--- src/rtl/core/ipv4rx_pkg.sv ---
package ipv4rx_pkg;

   // Verdict codes
   typedef logic [2:0] verdict_type;
   localparam verdict_type VERDICT_OK          = 3'd0;
   localparam verdict_type VERDICT_CHECKSUM    = 3'd1;
   localparam verdict_type VERDICT_VERSION     = 3'd2;
   localparam verdict_type VERDICT_TOO_LONG    = 3'd3;
   localparam verdict_type VERDICT_FRAGMENT    = 3'd4;
   localparam verdict_type VERDICT_NOT_OURS    = 3'd5;
   localparam verdict_type VERDICT_UNSUPPORTED = 3'd6;
   localparam verdict_type VERDICT_BAD_IHL     = 3'd7;

   // Transport dispatch codes
   typedef logic [1:0] dispatch_type;
   localparam dispatch_type DISPATCH_NONE = 2'd0;
   localparam dispatch_type DISPATCH_ICMP = 2'd1;
   localparam dispatch_type DISPATCH_UDP  = 2'd2;

   // Protocol numbers and header constants
   localparam logic [7:0]  PROTO_ICMP    = 8'd1;
   localparam logic [7:0]  PROTO_UDP     = 8'd17;
   localparam logic [15:0] MF_BIT        = 16'h2000;
   localparam logic [15:0] OFFSET_MASK   = 16'h1FFF;
   localparam logic [3:0]  MIN_IHL       = 4'd5;
   localparam logic [3:0]  IP_VERSION    = 4'd4;
   localparam logic [15:0] MTU_RESET     = 16'd1500;
   localparam logic [31:0] HOST_RESET    = 32'd0;

   // Word positions within the header
   typedef logic [4:0] word_idx_type;
   localparam word_idx_type IDX_LENGTH    = 5'd1;
   localparam word_idx_type IDX_FRAGMENT  = 5'd3;
   localparam word_idx_type IDX_PROTOCOL  = 5'd4;
   localparam word_idx_type IDX_CHECKSUM  = 5'd5;
   localparam word_idx_type IDX_SOURCE_HI = 5'd6;
   localparam word_idx_type IDX_SOURCE_LO = 5'd7;
   localparam word_idx_type IDX_DEST_HI   = 5'd8;
   localparam word_idx_type IDX_DEST_LO   = 5'd9;

   // Register indexes of the configuration port
   typedef logic [3:0] csr_index_type;
   localparam csr_index_type CSR_HOST_ADDRESS = 4'd0;
   localparam csr_index_type CSR_MTU_LIMIT    = 4'd1;

   // Configuration in force
   typedef struct packed {
      logic [31:0] host_address;
      logic [15:0] mtu_limit;
   } cfg_type;

   // Finished header handed from the parser to the checker
   typedef struct packed {
      logic        bad_ihl;
      logic [5:0]  header_bytes;
      logic [15:0] sum;
      logic [15:0] checksum;
      logic [3:0]  version;
      logic [15:0] length;
      logic [15:0] fragment;
      logic [7:0]  protocol;
      logic [31:0] source;
      logic [31:0] destination;
   } fin_type;

endpackage

--- src/rtl/core/ipv4_receive_header_check.sv ---
// IPv4 receive header check.
// Request channel: one 16-bit header word per transfer, in wire order, with
// req_first_word marking the first word of each header. A transfer happens
// at a clock edge with req_valid high and req_stall low.
// Response channel: one verdict per header after its last word (or at once
// for a header whose IHL is below 5), with dispatch, protocol, payload
// length, header length and both addresses. Words outside a header and
// headers cut short by a new first word give no response.
// Configuration channel: csr_index selects host address (0) or MTU limit
// (1); csr_ready is always high. Write only while the block is idle.
// The response passes the input, hand-over and result registers after the
// transfer of the last header word. Throughput: one word per cycle while
// req_stall is low; the header state takes one add per word.
// Reset clears all control state and sets the host address to 0 and the
// MTU limit to 1500; no response is pending after reset.
// When the receiver stalls a pending response, the whole pipeline holds
// and req_stall rises in the same cycle; nothing is lost or repeated.
module ipv4_receive_header_check
   import ipv4rx_pkg::*;
(
   input  logic        clock,
   input  logic        reset,
   input  logic        req_valid,
   output logic        req_stall,
   input  logic [15:0] req_header_word,
   input  logic        req_first_word,
   output logic        rsp_valid,
   input  logic        rsp_stall,
   output logic [2:0]  rsp_verdict,
   output logic [1:0]  rsp_dispatch,
   output logic [7:0]  rsp_protocol_number,
   output logic [15:0] rsp_payload_length,
   output logic [5:0]  rsp_header_bytes,
   output logic [31:0] rsp_source_address,
   output logic [31:0] rsp_destination_address,
   input  logic        csr_valid,
   output logic        csr_ready,
   input  logic [3:0]  csr_index,
   input  logic [31:0] csr_data
);

   cfg_type cfg_ff;
   logic    advance;
   logic    fin_valid;
   fin_type fin;

   // Advance unless a response waits on a stalled receiver
   assign advance   = !rsp_valid || !rsp_stall;
   assign req_stall = !advance;
   assign csr_ready = 1'b1;

   // Configuration registers
   always_ff @(posedge clock) begin
      if (reset) begin
         cfg_ff.host_address <= HOST_RESET;
         cfg_ff.mtu_limit    <= MTU_RESET;
      end else if (csr_valid && csr_ready) begin
         case (csr_index)
            CSR_HOST_ADDRESS: cfg_ff.host_address <= csr_data;
            CSR_MTU_LIMIT:    cfg_ff.mtu_limit    <= csr_data[15:0];
            default: ;
         endcase
      end
   end

   ipv4rx_parse u_parse (
      .clock           (clock),
      .reset           (reset),
      .advance         (advance),
      .req_valid       (req_valid),
      .req_header_word (req_header_word),
      .req_first_word  (req_first_word),
      .fin_valid       (fin_valid),
      .fin             (fin)
   );

   ipv4rx_check u_check (
      .clock                   (clock),
      .reset                   (reset),
      .advance                 (advance),
      .cfg                     (cfg_ff),
      .fin_valid               (fin_valid),
      .fin                     (fin),
      .rsp_valid               (rsp_valid),
      .rsp_verdict             (rsp_verdict),
      .rsp_dispatch            (rsp_dispatch),
      .rsp_protocol_number     (rsp_protocol_number),
      .rsp_payload_length      (rsp_payload_length),
      .rsp_header_bytes        (rsp_header_bytes),
      .rsp_source_address      (rsp_source_address),
      .rsp_destination_address (rsp_destination_address)
   );

endmodule

--- src/rtl/core/ipv4rx_parse.sv ---
module ipv4rx_parse
   import ipv4rx_pkg::*;
(
   input  logic        clock,
   input  logic        reset,
   input  logic        advance,
   input  logic        req_valid,
   input  logic [15:0] req_header_word,
   input  logic        req_first_word,
   output logic        fin_valid,
   output fin_type     fin
);

   // Ones' complement add with end-around carry
   function automatic logic [15:0] oc_add(input logic [15:0] a, input logic [15:0] b);
      logic [16:0] s;
      logic [16:0] t;
      s = {1'b0, a} + {1'b0, b};
      t = {1'b0, s[15:0]} + {16'd0, s[16]};
      return t[15:0];
   endfunction

   logic         in_valid_ff;
   logic [15:0]  in_word_ff;
   logic         in_first_ff;

   logic         active_ff, active_in;
   word_idx_type count_ff, count_in;
   logic [4:0]   expected_ff, expected_in;
   logic [15:0]  sum_ff, sum_in;
   logic [15:0]  checksum_ff, checksum_in;
   logic [3:0]   version_ff, version_in;
   logic [15:0]  length_ff, length_in;
   logic [15:0]  fragment_ff, fragment_in;
   logic [7:0]   protocol_ff, protocol_in;
   logic [31:0]  source_ff, source_in;
   logic [31:0]  dest_ff, dest_in;

   logic         fin_valid_ff, fin_valid_in;
   fin_type      fin_ff, fin_in;

   logic [3:0]   ihl;
   word_idx_type idx;
   logic [5:0]   idx_next;

   // Hold the accepted word in the input register
   always_ff @(posedge clock) begin
      if (reset) begin
         in_valid_ff <= 1'b0;
      end else if (advance) begin
         in_valid_ff <= req_valid;
      end
      if (advance) begin
         in_word_ff  <= req_header_word;
         in_first_ff <= req_first_word;
      end
   end

   // Apply one word to the header state
   always_comb begin
      ihl          = in_word_ff[11:8];
      idx          = in_first_ff ? '0 : count_ff;
      idx_next     = {1'b0, idx} + 6'd1;

      active_in    = active_ff;
      count_in     = count_ff;
      expected_in  = expected_ff;
      sum_in       = in_first_ff ? '0 : sum_ff;
      checksum_in  = in_first_ff ? '0 : checksum_ff;
      version_in   = in_first_ff ? in_word_ff[15:12] : version_ff;
      length_in    = in_first_ff ? '0 : length_ff;
      fragment_in  = in_first_ff ? '0 : fragment_ff;
      protocol_in  = in_first_ff ? '0 : protocol_ff;
      source_in    = in_first_ff ? '0 : source_ff;
      dest_in      = in_first_ff ? '0 : dest_ff;
      fin_valid_in = 1'b0;
      fin_in       = '0;

      if (in_valid_ff) begin
         if (in_first_ff && ihl < MIN_IHL) begin
            // Reject a short header at once
            active_in           = 1'b0;
            count_in            = '0;
            fin_valid_in        = 1'b1;
            fin_in.bad_ihl      = 1'b1;
            fin_in.header_bytes = {ihl, 2'b00};
         end else if (in_first_ff || active_ff) begin
            if (in_first_ff) begin
               active_in   = 1'b1;
               expected_in = {ihl, 1'b0};
            end

            // Sum every word but the checksum, which is held aside
            if (idx == IDX_CHECKSUM) begin
               checksum_in = in_word_ff;
            end else begin
               sum_in = oc_add(sum_in, in_word_ff);
            end

            // Capture the fields as they pass
            case (idx)
               IDX_LENGTH:    length_in          = in_word_ff;
               IDX_FRAGMENT:  fragment_in        = in_word_ff;
               IDX_PROTOCOL:  protocol_in        = in_word_ff[7:0];
               IDX_SOURCE_HI: source_in[31:16]   = in_word_ff;
               IDX_SOURCE_LO: source_in[15:0]    = in_word_ff;
               IDX_DEST_HI:   dest_in[31:16]     = in_word_ff;
               IDX_DEST_LO:   dest_in[15:0]      = in_word_ff;
               default: ;
            endcase

            if (idx_next < {1'b0, expected_in}) begin
               count_in = idx_next[4:0];
            end else begin
               // Last word: hand the header to the checker
               active_in           = 1'b0;
               count_in            = '0;
               fin_valid_in        = 1'b1;
               fin_in.bad_ihl      = 1'b0;
               fin_in.header_bytes = {expected_in, 1'b0};
               fin_in.sum          = sum_in;
               fin_in.checksum     = checksum_in;
               fin_in.version      = version_in;
               fin_in.length       = length_in;
               fin_in.fragment     = fragment_in;
               fin_in.protocol     = protocol_in;
               fin_in.source       = source_in;
               fin_in.destination  = dest_in;
            end
         end
      end
   end

   // Advance the header state and the hand-over register
   always_ff @(posedge clock) begin
      if (reset) begin
         active_ff    <= 1'b0;
         count_ff     <= '0;
         expected_ff  <= '0;
         fin_valid_ff <= 1'b0;
      end else if (advance) begin
         fin_valid_ff <= fin_valid_in;
         if (in_valid_ff) begin
            active_ff   <= active_in;
            count_ff    <= count_in;
            expected_ff <= expected_in;
         end
      end
      if (advance) begin
         fin_ff <= fin_in;
         if (in_valid_ff) begin
            sum_ff      <= sum_in;
            checksum_ff <= checksum_in;
            version_ff  <= version_in;
            length_ff   <= length_in;
            fragment_ff <= fragment_in;
            protocol_ff <= protocol_in;
            source_ff   <= source_in;
            dest_ff     <= dest_in;
         end
      end
   end

   assign fin_valid = fin_valid_ff;
   assign fin       = fin_ff;

endmodule

--- src/rtl/core/ipv4rx_check.sv ---
module ipv4rx_check
   import ipv4rx_pkg::*;
(
   input  logic         clock,
   input  logic         reset,
   input  logic         advance,
   input  cfg_type      cfg,
   input  logic         fin_valid,
   input  fin_type      fin,
   output logic         rsp_valid,
   output logic [2:0]   rsp_verdict,
   output logic [1:0]   rsp_dispatch,
   output logic [7:0]   rsp_protocol_number,
   output logic [15:0]  rsp_payload_length,
   output logic [5:0]   rsp_header_bytes,
   output logic [31:0]  rsp_source_address,
   output logic [31:0]  rsp_destination_address
);

   logic         valid_ff;
   verdict_type  verdict_ff, verdict_in;
   dispatch_type dispatch_ff, dispatch_in;
   logic [7:0]   protocol_ff, protocol_in;
   logic [15:0]  payload_ff, payload_in;
   logic [5:0]   hbytes_ff;
   logic [31:0]  source_ff, source_in;
   logic [31:0]  dest_ff, dest_in;

   logic [15:0]  hbytes_wide;

   // Run the checks in priority order
   always_comb begin
      hbytes_wide = {10'd0, fin.header_bytes};
      payload_in  = (fin.length >= hbytes_wide) ? fin.length - hbytes_wide : '0;
      protocol_in = fin.protocol;
      source_in   = fin.source;
      dest_in     = fin.destination;
      dispatch_in = DISPATCH_NONE;

      if (fin.bad_ihl) begin
         verdict_in  = VERDICT_BAD_IHL;
         payload_in  = '0;
         protocol_in = '0;
         source_in   = '0;
         dest_in     = '0;
      end else if (~fin.sum != fin.checksum) begin
         verdict_in = VERDICT_CHECKSUM;
      end else if (fin.version != IP_VERSION) begin
         verdict_in = VERDICT_VERSION;
      end else if (fin.length > cfg.mtu_limit) begin
         verdict_in = VERDICT_TOO_LONG;
      end else if ((fin.fragment & (MF_BIT | OFFSET_MASK)) != '0) begin
         verdict_in = VERDICT_FRAGMENT;
      end else if (cfg.host_address != '0 && fin.destination != cfg.host_address) begin
         verdict_in = VERDICT_NOT_OURS;
      end else if (fin.protocol == PROTO_ICMP) begin
         verdict_in  = VERDICT_OK;
         dispatch_in = DISPATCH_ICMP;
      end else if (fin.protocol == PROTO_UDP) begin
         verdict_in  = VERDICT_OK;
         dispatch_in = DISPATCH_UDP;
      end else begin
         verdict_in = VERDICT_UNSUPPORTED;
      end
   end

   // Load the result register; hold it while the receiver stalls
   always_ff @(posedge clock) begin
      if (reset) begin
         valid_ff <= 1'b0;
      end else if (advance) begin
         valid_ff <= fin_valid;
      end
      if (advance) begin
         verdict_ff  <= verdict_in;
         dispatch_ff <= dispatch_in;
         protocol_ff <= protocol_in;
         payload_ff  <= payload_in;
         hbytes_ff   <= fin.header_bytes;
         source_ff   <= source_in;
         dest_ff     <= dest_in;
      end
   end

   assign rsp_valid               = valid_ff;
   assign rsp_verdict             = verdict_ff;
   assign rsp_dispatch            = dispatch_ff;
   assign rsp_protocol_number     = protocol_ff;
   assign rsp_payload_length      = payload_ff;
   assign rsp_header_bytes        = hbytes_ff;
   assign rsp_source_address      = source_ff;
   assign rsp_destination_address = dest_ff;

endmodule

--- config.mk ---
export PLATFORM = sky130hd
export DESIGN_NAME = ipv4_receive_header_check
export DESIGN_NICKNAME = d
export VERILOG_FILES = /design/src/rtl/core/ipv4rx_pkg.sv /design/src/rtl/core/ipv4_receive_header_check.sv /design/src/rtl/core/ipv4rx_parse.sv /design/src/rtl/core/ipv4rx_check.sv
export SDC_FILE = /design/constraint.sdc
export NUM_CORES = 1
export LEC_CHECK = 0
export CAP_MARGIN = 5
export CORE_MARGIN = 4
export CORE_UTILIZATION = 50
export CTS_CLUSTER_DIAMETER = 100
export DETAILED_ROUTE_END_ITERATION = 10
export DONT_BUFFER_PORTS = 1
export HOLD_SLACK_MARGIN = 0.12
export MAX_ROUTING_LAYER = met4
export PLACE_DENSITY_LB_ADDON = 0.15
export SYNTH_ARGS = -nofsm -noshare
export SYNTH_HDL_FRONTEND = slang
export SYNTH_HIERARCHICAL = 1
export SYNTH_SLANG_ARGS = --single-unit
--- constraint.sdc ---
create_clock -name clock -period 17.9 [get_ports clock]
set_input_delay 3.58 -clock clock [delete_from_list [all_inputs] [get_ports clock]]
set_output_delay 3.58 -clock clock [all_outputs]
set_load 0.02 [all_outputs]
==> results.cfg, run 1 <==
[status]
run_status = finished clean

[routing]
detail_route.vias_per_cell = 5.66
drt_pass1_iterations = 6
drc_errors = 0
drtAntennaViolNets = 0
vias = 15105
dr.first_iter.drc_count = 1528
detail_route.wirelength_um = 55600
wl_per_cell_um = 20.8

[timing]
skew_ps = 19.1
fin_crit_sh_pct = 44.9
slew_headroom_pct = 13.8
setup_total_negative_slack_ps = 0
worst_pin_slew_ps = 1290
whs_ps = 477
final_critical_path_required_period_ps = 8040
max_slew_violation_count = 0
post-route-worst-setup-slack_ps = 9860
clock.fmax_mhz = 124
hold_viol = 0
rsz0062_at_grt = no
report.final.setup_viol = 0

[global_routing]
grt_max_degree = 102
grt_first_pass_wirelength_um = 86100
global_routing_usage_summed_across_all_routing_layers_pct = 22.5
global_route.overflow_total = 0
grt_pass1_vias = 14664
antenna_found_initial = 0

[worst_setup_path]
r2r-start = u_parse/in_first_ff
timing.critical_path.required_ps = 14320
regToRegSetupSlack_ps = 12220
critical_path.max_fanout = 63
critical-path-top-delay-family = simple AND/OR/NAND/NOR gates
cell_at_the_slowest_stage_of_the_critical_path = nand2_4
cp.arrival_ps = 4460
critPathLaunchType = input port
ordered_list_of_cells_on_the_worst_path = nand2_4, inv_1
end_kind = output port
crit_path_max_incr_delay_ps = 570
worst-setup-path-type = in2out
r2r.worst_path.cells = 22
regToRegEndpoint = u_parse/sum_ff[14]
crit_buf_inv = 1

[layout]
finish.utilization_pct = 54.9
final_layout_size_suffix_gt1_share_pct = 7.45
layout.filler_cells = 3861
synthToLayoutAreaGrowth_pct = 8.36
final_cell_count_no_fill = 2667
antenna-diode-count = 0
final_net_count = 2136

[synth]
netlist_instances = 2097
synth.cell_area_mm2 = 0.0230
synthesis.nets = 2205
yosysWarnings = 6
avgSynthCellArea_um2 = 11.0

[pwr]
cellPowerDensity_mw_per_mm2 = 98.2
p_leak_nw = 9.22
power.combinational.fraction_pct = 7.7
sequential_power_share_pct = 50.8
p_sw_share_pct = 23.4
intPower_w = 0.00188
clockPowerShare_pct = 41.5
vdd_drop_max_uv = 86.0
power.switching_w = 0.000573

[floorplanning]
die_span_y_um = 222
pin_count = 160
effective_utilization_at_floorplan_pct = 50.7
design.die.area_mm2 = 0.0495
placeableCoreArea_mm2 = 0.0454
row_count = 78
fp.dieW_um = 222

[cts]
clock_sink_count = 460
cts.htree.levels = 2
clockBufferDepth = 3
clk_pin_slew_ps = 60
post-cts-setup-buffers = 0
clockRootBuffer = clkbuf_16
clk-insertion-delay-late_ps = 590
cts_buffers = 49
clock_tree_from_tritoncts = built
postCtsResizedCells = 0
hold_buffers = 0

[min_path]
worstHoldPathCells = 2
worst_hold_path_type = reg2reg
timing.hold.worst.start = cfg_ff[14]
hold_end = cfg_ff[14]

[placement]
place_ws_ps = 9800
port_buffers = 0
place.detailed.hpwl_um = 34200
place_congestion = 0.880
place.detailed.instances = 2577

[run]
max_cap_viols = 0
==> registers in the layout (all words and copies together) (netlist names), 32 cells and up <==
register,flops
u_check/rsp_destination_address,32
u_parse/source_ff,32
u_parse/dest_ff,32
u_parse/fin,144
cfg_ff,48
u_check/rsp_source_address,32
==> cells in the final DEF (no fill, tap or decap), types with 3 or more instances in the layout <==
| cell type | n |
|---|---|
| nand2_1 | 214 |
| nor4_1 | 21 |
| and3_1 | 5 |
| nor3b_1 | 32 |
| or3_1 | 6 |
| clkbuf_8 | 3 |
| buf_4 | 27 |
| clkbuf_16 | 52 |
| clkbuf_1 | 12 |
| or3_2 | 5 |
| mux2i_1 | 58 |
| a22oi_1 | 35 |
| o21ai_1 | 3 |
| nor2_1 | 145 |
| nand3_1 | 20 |
| nand2b_1 | 242 |
| xnor2_1 | 61 |
| inv_1 | 33 |
| a211oi_1 | 20 |
| and2_1 | 7 |
| a21o_1 | 7 |
| a21oi_1 | 157 |
| nor2b_1 | 110 |
| or2_2 | 3 |
| nor3_1 | 19 |
| clkinv_1 | 7 |
| ha_1 | 48 |
| mux2_2 | 12 |
| clkinv_2 | 9 |
| edfxtp_1 | 398 |
| bufinv_16 | 4 |
| and2_0 | 3 |
| nand4_1 | 22 |
| dfxtp_1 | 62 |
| xor2_1 | 13 |
| o31ai_1 | 3 |
| o2bb2ai_1 | 3 |
| o21ai_0 | 105 |
| o21a_1 | 7 |
==> metal layers <==
layer,routed length (um),GRT usage [%]
met3,3410,4.62
met5,0,-
met1,25100,30.7
met2,26000,35.0
met4,1160,5.67
==> power by group through the flow <==
stage / sequential, W / clock [W] / combinational, W
CTS: 0.00125 / 0.00104 / 0.000186
floorplan: 0.00126 / 0 / 0.000150
finish: 0.00124 / 0.00102 / 0.000187
global route: 0.00125 / 0.00109 / 0.000208
global placement: 0.00127 / 0 / 0.000181
detailed placement: 0.00127 / 0 / 0.000185
==> metrics by stage <==
stage / total power [W] / instance area (um^2)
2_1_floorplan: 0.00141 / 23000
3_3_place_gp: 0.00145 / 23300
3_5_place_dp: 0.00145 / 23300
4_1_cts: 0.00247 / 24900
5_1_grt: 0.00254 / 24900
6_report: 0.00245 / 24900
==> worst max-delay path by stage <==
stage	from	end	cells after the start
final	rsp_stall	req_stall	2
after global routing	rsp_stall	req_stall	2
after CTS	rsp_stall	req_stall	2
after detailed placement	rsp_stall	req_stall	2
after global placement	rsp_stall	req_stall	2
after floorplan	rsp_stall	u_parse/expected_ff[1]	6
==> cell type report <==
class / instances / area [um^2] / area share (%)
tap: 600 / 751 / 3.01
timing repair buffer: 27 / 203 / 0.814
multi-input combinational: 1455 / 9030 / 36.2
inverter: 35 / 131 / 0.527
clock inverter: 23 / 221 / 0.889
sequential: 460 / 13200 / 53.0
clock buffer: 67 / 1390 / 5.57
No activity file was read; power rests on OpenSTA's default activity.
==> run 2, diff against run 1 <==
- clock period: 17.9 -> 7.3 ns (I/O delays scaled with it)
==> run 2 against run 1 <==
  * First-iteration DRC count down 3.7%
  * Cell count up 0.11%
  * Clock-buffer cell count up 1
  * Hold slack worse by 18 ps
  * Setup slack worse by 7600 ps
  * Critical path type is now reg2reg
==> results.cfg, run 2 (synthesis gave the netlist of run 1 again) <==
[status]
run_status = finished clean

[floorplanning]
pin_count = 160
fp.dieW_um = 222
effective_utilization_at_floorplan_pct = 50.7
design.die.area_mm2 = 0.0495
placeableCoreArea_mm2 = 0.0454
row_count = 78
die_span_y_um = 222

[timing]
rsz0062_at_grt = no
max_slew_violation_count = 0
final_critical_path_required_period_ps = 5000
clock.fmax_mhz = 200
hold_viol = 0
fin_crit_sh_pct = 68.5
worst_pin_slew_ps = 1210
whs_ps = 460
report.final.setup_viol = 0
skew_ps = 13.4
setup_total_negative_slack_ps = 0
slew_headroom_pct = 19.4

[cts]
post-cts-setup-buffers = 0
clock_tree_from_tritoncts = built
clockRootBuffer = clkbuf_16
clk-insertion-delay-late_ps = 590
clockBufferDepth = 3
clk_pin_slew_ps = 60
cts_buffers = 50
cts.htree.levels = 2
hold_buffers = 0
clock_sink_count = 460
postCtsResizedCells = 0

[worst_setup_path]
critical_path.max_fanout = 24
end_kind = flop
cell_at_the_slowest_stage_of_the_critical_path = edfxtp_1
critPathLaunchType = flop
worst-setup-path-type = reg2reg
cp.arrival_ps = 5290
ordered_list_of_cells_on_the_worst_path = nor2b_1, ha_1, fa_1, a211oi_2, o31ai_4, nor2_1, o21ai_2, a21o_1, a21oi_1, nor2b_1, o21ai_0, nand2b_1, ha_1, ha_1, and2_1, nand4_1, nor2_1, nand4_1, nand2b_1, xor2_1, a211oi_1
crit_path_max_incr_delay_ps = 1030
critical-path-top-delay-family = simple AND/OR/NAND/NOR gates
crit_buf_inv = 0
timing.critical_path.required_ps = 7590
critPathMostFrequentCell = ha_1

[pwr]
p_leak_nw = 9.19
cellPowerDensity_mw_per_mm2 = 237
intPower_w = 0.00450
p_sw_share_pct = 23.8
clockPowerShare_pct = 40.4
power.switching_w = 0.00140
sequential_power_share_pct = 51.6
power.combinational.fraction_pct = 7.9
vdd_drop_max_uv = 186
fin_total_pwr_w = 0.00590

[layout]
register_area_mm2 = 0.0132
layout.cells.most_common = edfxtp_1
final_layout_size_suffix_gt1_share_pct = 7.59
layout_common_cells = 398 x edfxtp_1, 242 x nand2b_1, 214 x nand2_1, 157 x a21oi_1, 145 x nor2_1
multi_input_area_mm2 = 0.00904
synthToLayoutAreaGrowth_pct = 8.22
largest_register_ffs = 144
final_net_count = 2139
layout.filler_cells = 3949

[routing]
detail_route.vias_per_cell = 5.68
drtAntennaViolNets = 0
dr.first_iter.drc_count = 1472
wl_per_cell_um = 21.2
detail_route.wirelength_um = 56500
vias = 15178
drc_errors = 0
drt_pass1_iterations = 6

[run]
max_cap_viols = 0

[global_routing]
grt_first_pass_wirelength_um = 87400
global_route.overflow_total = 0
grt_max_degree = 189
grt_pass1_vias = 14854
antenna_found_initial = 2
global_routing_usage_summed_across_all_routing_layers_pct = 23.0

[min_path]
worst_hold_path_type = reg2reg

[placement]
port_buffers = 0
place_congestion = 0.853
place.detailed.hpwl_um = 35000
-- run 2: worst paths after layout --
path                        from                     endpoint  slack [ps]  cells past startpoint
max          u_parse/in_first_ff           u_parse/sum_ff[14]        2300                     21
max reg2reg  u_parse/in_first_ff           u_parse/sum_ff[14]        2300                     21
min reg2reg     u_parse/fin[145]  u_check/rsp_header_bytes[5]         460                      0
min             u_parse/fin[145]  u_check/rsp_header_bytes[5]         460                      0
-- run 2: stage by stage --
stage / utilization, % / instances / area (um^2) / setup WS, ps
after floorplan: - / 2097 / 23000 / 716
after global placement: 51.4 / 2579 / 23300 / 2440
after detailed placement: 51.4 / 2579 / 23300 / 2310
after CTS: 54.8 / 2669 / 24900 / 2310
after global routing: 54.8 / 2670 / 24900 / 1880
final: 54.8 / 2670 / 24900 / 2300
-- run 2: power by group through the flow --
stage | Sequential (W) | Clock, W | Combinational (W)
2_1_floorplan | 0.00307 | 0 | 0.000367
3_5_place_dp | 0.00311 | 0 | 0.000463
6_report | 0.00305 | 0.00239 | 0.000469
3_3_place_gp | 0.00310 | 0 | 0.000455
5_1_grt | 0.00306 | 0.00257 | 0.000516
4_1_cts | 0.00305 | 0.00245 | 0.000466
-- run 2: metal layers --
metal / track usage, % / wire (um) / up-vias
met4: 6.66 / 1740 / 0
met5: - / 0 / -
li1: - / - / 7278
met1: 30.3 / 24400 / 7314
met2: 36.9 / 26900 / 469
met3: 4.25 / 3490 / 117
-- run 2: final cells by class --
class	instances	share of cell area, %
clock inverters	22	0.553
well taps	600	3.02
multi-input cells	1455	36.3
inverters	35	0.528
flip-flops and latches	460	53.0
diodes	1	0.0101
repair buffers	29	0.925
clock buffers	68	5.63
==> run 3, diff against run 2 <==
- ABC_AREA: unset -> 1
- clock period: 7.3 -> 4.4 ns (I/O delays scaled with it)
==> run 3 against run 2 <==
  * Synthesized area rose by 1.8%
  * Maximum frequency grew 29%
  * Final area increased by 2.3%
  * First-iteration DRC count increased by 24%
  * Die area grew 1.7%
  * Sequential power up 65%
  * Sequential cell count unchanged
  * Clock skew rose by 16 ps
  * Cell count grew 20%
  * Critical path type unchanged
  * Largest cell class unchanged
==> results.cfg, run 3 <==
[layout]
layout.filler_cells = 4073
largest_register_ffs = 144
layout_common_cells = 470 x nor2_1, 411 x inv_1, 403 x nand2_1, 398 x edfxtp_1, 160 x nand3_1
final_layout_size_suffix_gt1_share_pct = 5.65
synthToLayoutAreaGrowth_pct = 8.76
finish.utilization_pct = 55.6
final_net_count = 2674
layout.cells.most_common = nor2_1
antenna-diode-count = 0

[routing]
drc_errors = 0
wl_per_cell_um = 18.6
dr.first_iter.drc_count = 1819
detail_route.wirelength_um = 59600
detail_route.vias_per_cell = 5.53
drt_pass1_iterations = 5
vias = 17711
drtAntennaViolNets = 0

[worst_setup_path]
r2r.worst_path.cells = 23
cell_at_the_slowest_stage_of_the_critical_path = edfxtp_1
worst-setup-path-type = reg2reg
critical_path.max_fanout = 10
crit_path_max_incr_delay_ps = 480
r2r-start = u_parse/in_first_ff
regToRegEndpoint = u_parse/sum_ff[11]
ordered_list_of_cells_on_the_worst_path = buf_4, nor2_1, ha_1, nand2_1, inv_1, nand3_1, nand2_1, nand2_1, nand2_1, a21oi_1, o21bai_1, ha_1, nand2_1, nor2_1, nand3_1, nor2_1, nand4_1, nor2_2, nand2_1, nand3_1, nand3_1, nand2_1, inv_1
end_kind = flop
cp.arrival_ps = 4210
crit_buf_inv = 3
critical-path-top-delay-family = simple AND/OR/NAND/NOR gates
timing.critical_path.required_ps = 4740
critPathMostFrequentCell = nand2_1
regToRegSetupSlack_ps = 530
critPathLaunchType = flop

[floorplanning]
placeableCoreArea_mm2 = 0.0458
die_span_y_um = 224
design.die.area_mm2 = 0.0503
pin_count = 160
row_count = 78
fp.dieW_um = 224
effective_utilization_at_floorplan_pct = 51.1

[synth]
synth.cell_area_mm2 = 0.0234
avgSynthCellArea_um2 = 8.92
synthesis.nets = 2732
yosysWarnings = 6
netlist_instances = 2624

[timing]
clock.fmax_mhz = 259
setup_total_negative_slack_ps = 0
rsz0062_at_grt = no
report.final.setup_viol = 0
skew_ps = 29.5
hold_viol = 0
max_slew_violation_count = 0
worst_pin_slew_ps = 1210
slew_headroom_pct = 19.3
fin_crit_sh_pct = 87.9
final_critical_path_required_period_ps = 3870

[global_routing]
gr-usage-met2_pct = 37.3
grt_first_pass_wirelength_um = 93200
globalRoute.busiestLayer = met2
antenna_found_initial = 0
global_route.overflow_total = 0
global_route.usage.met1_pct = 32.5
grt_pass1_vias = 16937
grt_max_degree = 139
gr-usage-met3_pct = 3.52
global_routing_usage_summed_across_all_routing_layers_pct = 23.8

[min_path]
worst_hold_path_type = in2reg
worstHoldPathCells = 1
hold_end = u_check/rsp_valid
timing.hold.worst.start = reset

[cts]
clk-insertion-delay-late_ps = 600
clock_tree_from_tritoncts = built
clockBufferDepth = 3
postCtsResizedCells = 0
clockRootBuffer = clkbuf_16
clock_sink_count = 460
clk_pin_slew_ps = 60
cts_buffers = 50
cts.htree.levels = 2

[placement]
port_buffers = 0
place_congestion = 0.911
place.detailed.hpwl_um = 37900

[status]
run_status = finished clean

[pwr]
vdd_drop_max_uv = 349
cellPowerDensity_mw_per_mm2 = 394
p_leak_nw = 11.1

[run]
max_cap_viols = 0
## run 3: how the worst max path moves through the flow
stage / startpoint / to / slack (ps) / cells past startpoint
6_report: u_parse/in_first_ff / u_parse/sum_ff[11] / 530 / 23
5_1_grt: u_parse/in_first_ff / u_parse/sum_ff[10] / 40 / 26
4_1_cts: u_parse/in_first_ff / u_parse/sum_ff[10] / 370 / 26
3_5_place_dp: u_parse/in_first_ff / u_parse/sum_ff[10] / 380 / 26
3_3_place_gp: u_parse/in_first_ff / u_parse/sum_ff[10] / 560 / 26
2_1_floorplan: rsp_stall / u_parse/checksum_ff[0] / -30 / 3
## run 3: area by class of cell
cell class / instances / area (um^2) / share of cell area, %
multi-input combinational: 1605 / 8060 / 31.7
sequential: 460 / 13200 / 51.9
clock buffer: 74 / 1460 / 5.74
inverter: 424 / 1600 / 6.29
timing repair buffer: 25 / 238 / 0.934
clock inverter: 15 / 144 / 0.566
tap: 600 / 751 / 2.95
## run 3: metal layers
layer	vias up	routed length, um
li1	8584	-
met2	645	27600
met5	-	0
met3	119	3890
met4	0	1770
met1	8363	26400
## run 3: stage by stage
step                cells  instance area [um^2]  hold slack [ps]  power, W  worst slack [ps]
CTS                  3202                 25400              314    0.0101               369
floorplan            2624                 23400              426   0.00576             -34.6
finish               3203                 25400              351    0.0100               532
global placement     3113                 23800              439   0.00599               559
global route         3203                 25400              320    0.0104              36.4
detailed placement   3113                 23800              446   0.00601               382
## run 3: repair_timing
action	in CTS	in global routing
setup endpoints to repair	0	5
hold buffers	0	0
setup buffers	0	1
## run 3: power by group
part	switching [W]	total (W)	internal (W)
Combinational	0.000630	0.000893	0.000264
Sequential	0.000136	0.00504	0.00490
Clock	0.00173	0.00409	0.00236
Total	0.00250	0.0100	0.00753
